[config.mk]
export PLATFORM = sky130hd
export DESIGN_NAME = okv_cell
export DESIGN_NICKNAME = d
export VERILOG_FILES = /design/src/rtl/okv_pkg.sv /design/src/rtl/okv_cell.sv
export SDC_FILE = /design/constraint.sdc
export NUM_CORES = 1
export LEC_CHECK = 0
export BUFFER_PORTS_ARGS = -buffer_cell sky130_fd_sc_hd__buf_2
export CORE_AREA = 4 4 148 150
export DETAILED_ROUTE_END_ITERATION = 8
export DIE_AREA = 0 0 152 154
export PLACE_DENSITY_LB_ADDON = 0.15
export SYNTH_ARGS = -nofsm -noshare
export SYNTH_HDL_FRONTEND = slang
export SYNTH_SLANG_ARGS = --single-unit
[constraint.sdc]
create_clock -name clk_i -period 4.4 [get_ports clk_i]
set_input_delay 0.22 -clock clk_i [delete_from_list [all_inputs] [get_ports clk_i]]
set_output_delay 0.22 -clock clk_i [all_outputs]
set_load 0.05 [all_outputs]
[src/rtl/okv_pkg.sv]
// Shared types and constants of the ordered key/value table.
`default_nettype none
package okv_pkg;

  localparam int unsigned DEPTH_DEF = 64;
  localparam int unsigned KEY_W     = 64;
  localparam int unsigned VAL_W     = 64;
  localparam int unsigned CMD_W     = 2;
  localparam int unsigned CAP_W     = 7;
  localparam int unsigned HELD_W    = 7;

  localparam logic [CAP_W-1:0] CAP_RESET = 7'd64;

  typedef enum logic [CMD_W-1:0] {
    CMD_ADD    = 2'd0,
    CMD_REMOVE = 2'd1,
    CMD_ASK    = 2'd2
  } cmd_e;

  typedef enum logic [1:0] {
    ST_IDLE  = 2'd0,
    ST_MATCH = 2'd1,
    ST_APPLY = 2'd2
  } state_e;

  typedef struct packed {
    logic cmp_en;
    logic load_new;
    logic take_next;
  } cell_ctrl_t;

endpackage
`default_nettype wire

[src/rtl/okv_cell.sv]
// One table slot: key, value and match flag, shifting from its upper neighbor.
`default_nettype none
module okv_cell (
  input  wire                       clk_i,
  input  wire okv_pkg::cell_ctrl_t  ctrl_i,
  input  wire                       valid_i,
  input  wire [okv_pkg::KEY_W-1:0]  cmp_key_i,
  input  wire [okv_pkg::VAL_W-1:0]  new_value_i,
  input  wire [okv_pkg::KEY_W-1:0]  next_key_i,
  input  wire [okv_pkg::VAL_W-1:0]  next_value_i,
  output logic [okv_pkg::KEY_W-1:0] key_o,
  output logic [okv_pkg::VAL_W-1:0] value_o,
  output logic                      match_o
);

  logic [okv_pkg::KEY_W-1:0] key_q;
  logic [okv_pkg::VAL_W-1:0] value_q;
  logic                      match_q;

  always_ff @(posedge clk_i) begin
    if (ctrl_i.cmp_en) begin
      match_q <= valid_i && (key_q == cmp_key_i);
    end
    if (ctrl_i.load_new) begin
      key_q   <= cmp_key_i;
      value_q <= new_value_i;
    end else if (ctrl_i.take_next) begin
      key_q   <= next_key_i;
      value_q <= next_value_i;
    end
  end

  assign key_o   = key_q;
  assign value_o = value_q;
  assign match_o = match_q;

endmodule
`default_nettype wire

; ---- Word level (Yosys, flattened, before mapping)
; Cells that the tools add are included.
[word_totals]
word_cells = 10
regBits = 129
output_inout_bits = 129
[op_classes]
reduce_logical = 2
mux = 4
n_eq_ne = 1
[op_table]
columns = cell, count
row1 = $mux W64, 4
row2 = $eq A64 B64 Y1, 1
row3 = $reduce_bool A2 Y1, 1
row4 = $logic_and A1 B1 Y1, 1

; ---- Depth between registers and ports, before layout
[logic_depth]
word_depth = 2
depth_mapped = 5
ltp_nobuf = 5

; ---- Worst setup path after synthesis
; OpenSTA, ideal clock, no wires.
[synth_path]
kind = input -> register
startpoint = input port ctrl_i[1] (netlist bit)
endpoint = register key_q, in the netlist key_o[0] (enable)
n_path_buf = 2
arrival_ps = 2258
t_required_ps = 3967
path_slack_ps = 1709
cell_stages = 3
setup_time_ps = 433
path_cell_list = buf_2 buf_2 or2_2
[synth_between]
elab_chain_cells = 1
[synth_lines]
columns = element, line_no
row1 = start: declaration, okv_cell.sv:5  ; input wire okv_pkg::cell_ctrl_t ctrl_i,
row2 = $reduce_bool A2 Y1 (no source line), n/a
row3 = end signal: assignment, okv_cell.sv:25  ; key_q <= cmp_key_i;
row4 = end signal: assignment, okv_cell.sv:28  ; key_q <= next_key_i;
row5 = end: declaration, okv_cell.sv:16  ; logic [okv_pkg::KEY_W-1:0] key_q;
; Every way passes these cells.
; A chain may end at the register's enable or synchronous reset.

; ---- Worst setup path after layout
[layout_path]
startpoint = register key_q, in the netlist key_o[12]
endpoint = register match_q (netlist: match_o) (data pin)
[layout_between]
elab_chain_cells = 2
[layout_lines]
columns = element, line_no
row1 = $eq A64 B64 Y1, okv_cell.sv:22  ; match_q <= valid_i && (key_q == cmp_key_i);
row2 = $logic_and A1 B1 Y1, okv_cell.sv:22
row3 = end signal: assignment, okv_cell.sv:22
row4 = end: declaration, okv_cell.sv:18  ; logic match_q;
; Every way passes these cells.

==> impl_metrics.csv <==
group,metric,value,unit
run_status,status,"complete, no violations",
logic_synthesis,synthTopCellsByArea,"edfxtp_1 63%, mux2_2 23%, xnor2_1 5.3%",
floorplanning,die_y,154,um
drt,antenna_left,0,
worst_setup_path,reg2reg_from,"key_o[12]",
floorplanning,chipWidth,152,um
worst_setup_path,crit_required,4.63,ns
drt,drt-initial-drc-count,185,
min_path,hp-start,"next_value_i[22]",
worst_setup_path,startpoint,"key_o[12]",
logic_synthesis,synth.distinct_cells,22,
drt,dr.pass1.iters,4,
timing,period_minus_slack,1.96,ns
job,maxCapViolCount,0,
worst_setup_path,slowest_stage,"nor4_1",
logic_synthesis,syn_inst,378,
logic_synthesis,syn_nets,639,
drt,vias,4721,
timing,setup_tns,0,ns
timing,fin_skew,0.00887,ns
floorplanning,num_rows,53,
floorplanning,core_area,20700,um2
timing,slew_violations,0,
worst_setup_path,slowest_delay,0.42,ns
finish,filler_cell_count,1983,
grt,track_usage,0.162,
logic_synthesis,yosys.area.top_type_share,0.630,
clock_network,clock-sinks,129,
grt,first_global_vias,5167,
finish,nets,1037,
floorplanning,io_pins,390,
placement,port_buffers,389,
drt,viasPerCell,4.43,
logic_synthesis,avgSynthCellArea,16.3,um2
logic_synthesis,ys_seq_area_frac,0.630,
logic_synthesis,ys_ff_latch,129,
clock_network,clock_latency,0.41,ns
worst_setup_path,path_max_fanout,2,
power,p_leak,3.89,nW
drt,wl_per_cell,18.3,um
timing,relSlewSlack,0.361,
power,ir_worst_vdd,0.000251,V
grt,grt_max_degree,69,
clock_network,tritoncts,"built",
finish,final_common_cell,"buf_2",
logic_synthesis,netlist_area,6150,um2
clock_network,cts.clk_slew.worst_paths,0.07,ns
finish,layout_common_cells,"388 x buf_2, 129 x edfxtp_1, 128 x mux2_2",
worst_setup_path,critPathArrivalTime,2.19,ns
power,power.density,437,nW/um2
min_path,hold_class,"input port to flip-flop",
drt,wirelength,19.5,mm
grt,grt_pass1_wl,29.2,mm
timing,setup_viol,0,
worst_setup_path,end_kind,"flip-flop",
logic_synthesis,ys.warnings.count,0,
grt,grt-ovfl-total,0,
timing,setup_ws,2.44,ns
finish,drive_above_1_share,0.700,
timing,max_freq,510,MHz
clock_network,cts_resized,0,
timing,rsz0062_at_grt,"false",
worst_setup_path,worstSetupPathType,"flip-flop to flip-flop",
clock_network,numCtsBuffers,17,
floorplanning,dieArea,23400,um2
drt,drc,0,
clock_network,cts_buffer_depth,2,
clock_network,root_buffer,"clkbuf_16",
clock_network,cts-htree-levels,4,
finish,area_growth_syn_to_layout,46.1,%
timing,post-route-period-util,0.446,
placement,dp_slack,2.36,ns
placement,place.gp.congestion,0.851,
logic_synthesis,synth.largest_area_cell,"edfxtp_1",
grt,antenna_found_initial,2,
worst_setup_path,crit_chain,"xnor2_1, nand4_1, nor4_1, nand2_1, nor4b_2",
timing,worst_pin_slew,0.959,ns
floorplanning,initial_utilization,0.297,
worst_setup_path,cp-start-kind,"flip-flop",
timing,hold_violations,0,
placement,hpwl,15.7,mm
[cell usage after synthesis, drive strengths merged]
cell     count
edfxtp     129
inv         16
xor2        10
nor4         4
o2bb2ai      1
o22ai        6
mux2       128
nor3         4
a222oi       1
nand4       11
o2111ai      2
or2          1
nor4b        1
buf         13
nand2b       6
o21ai        1
a221oi       2
a22oi        2
clkbuf       1
xnor2       37
nand2        1
nand3        1
[worst max-delay path, delay by kind of cell (launching register included)]
family	cells	cell delay (ns)
and+or+nand+nor	4	1.07
DFF	1	0.41
xor gates and xnor gates	1	0.29
[repair_timing]
action | CTS | global route
hold endpoints to repair | 1 | 0
hold buffers | 1 | 0
buffers inserted | 0 | 0
[final cells by class]
type	instances	area [um2]	share of cell area
sequential	129	3870	0.431
multi-input combinational	219	2150	0.239
timing repair buffer	393	1990	0.222
clock buffer	17	425	0.0474
tap	275	344	0.0383
clock inverter	15	134	0.0149
inverter	16	60.1	0.00669
antenna	1	2.50	0.000279
[per-layer routing]
metal / track usage / vias up / part of all wire / wire (um)
met3: 0.0799 / 21 / 0.11 / 2060
met1: 0.167 / 2176 / 0.35 / 6880
li1: - / 2255 / - / -
met4: 0.0492 / 2 / 0.018 / 357
met5: 0 / - / 0.00036 / 7
met2: 0.290 / 267 / 0.52 / 10200
[registers in the layout (all words and copies together) (netlist names)]
signal,cells
key_o,64
match_o,1
value_o,64
[final timing paths]
path | slack [ns] | cells after the start | to
worst max-delay path | 2.44 | 5 | match_o
worst min-delay path | 0.10 | 2 | value_o[22]
worst max register to register | 2.44 | 5 | match_o
worst min register to register | 0.87 | 5 | match_o
[cell families after synthesis]
group	Yosys count	share of synthesized area
buffers and inverters	30	0.0210
xor gates and xnor gates	47	0.0670
AOI/OAI and AO/OA	15	0.0181
DFF	129	0.630
muxes	128	0.234
and+or+nand+nor	29	0.0295
[per-stage QoR]
step / std cells / hold WS (ns) / utilization / area (um2) / power, W
2_1_floorplan: 378 / 0.332 / - / 6150 / 0.00229
3_3_place_gp: 1031 / 0.423 / 0.407 / 8410 / 0.00261
3_5_place_dp: 1031 / 0.424 / 0.407 / 8410 / 0.00262
4_1_cts: 1064 / 0.0768 / 0.434 / 8980 / 0.00398
5_1_grt: 1065 / 0.0739 / 0.434 / 8980 / 0.00409
6_report: 1065 / 0.104 / 0.434 / 8980 / 0.00393
[power by group]
group	total, W	switching (W)	leakage, nW	internal [W]
logic	0.00100	0.000692	2.31	0.000309
registers	0.00158	0.0000644	1.31	0.00151
clock network	0.00135	0.000566	0.267	0.000782
total	0.00393	0.00132	3.89	0.00260
Note: power is estimated with default switching activity, not from simulation.
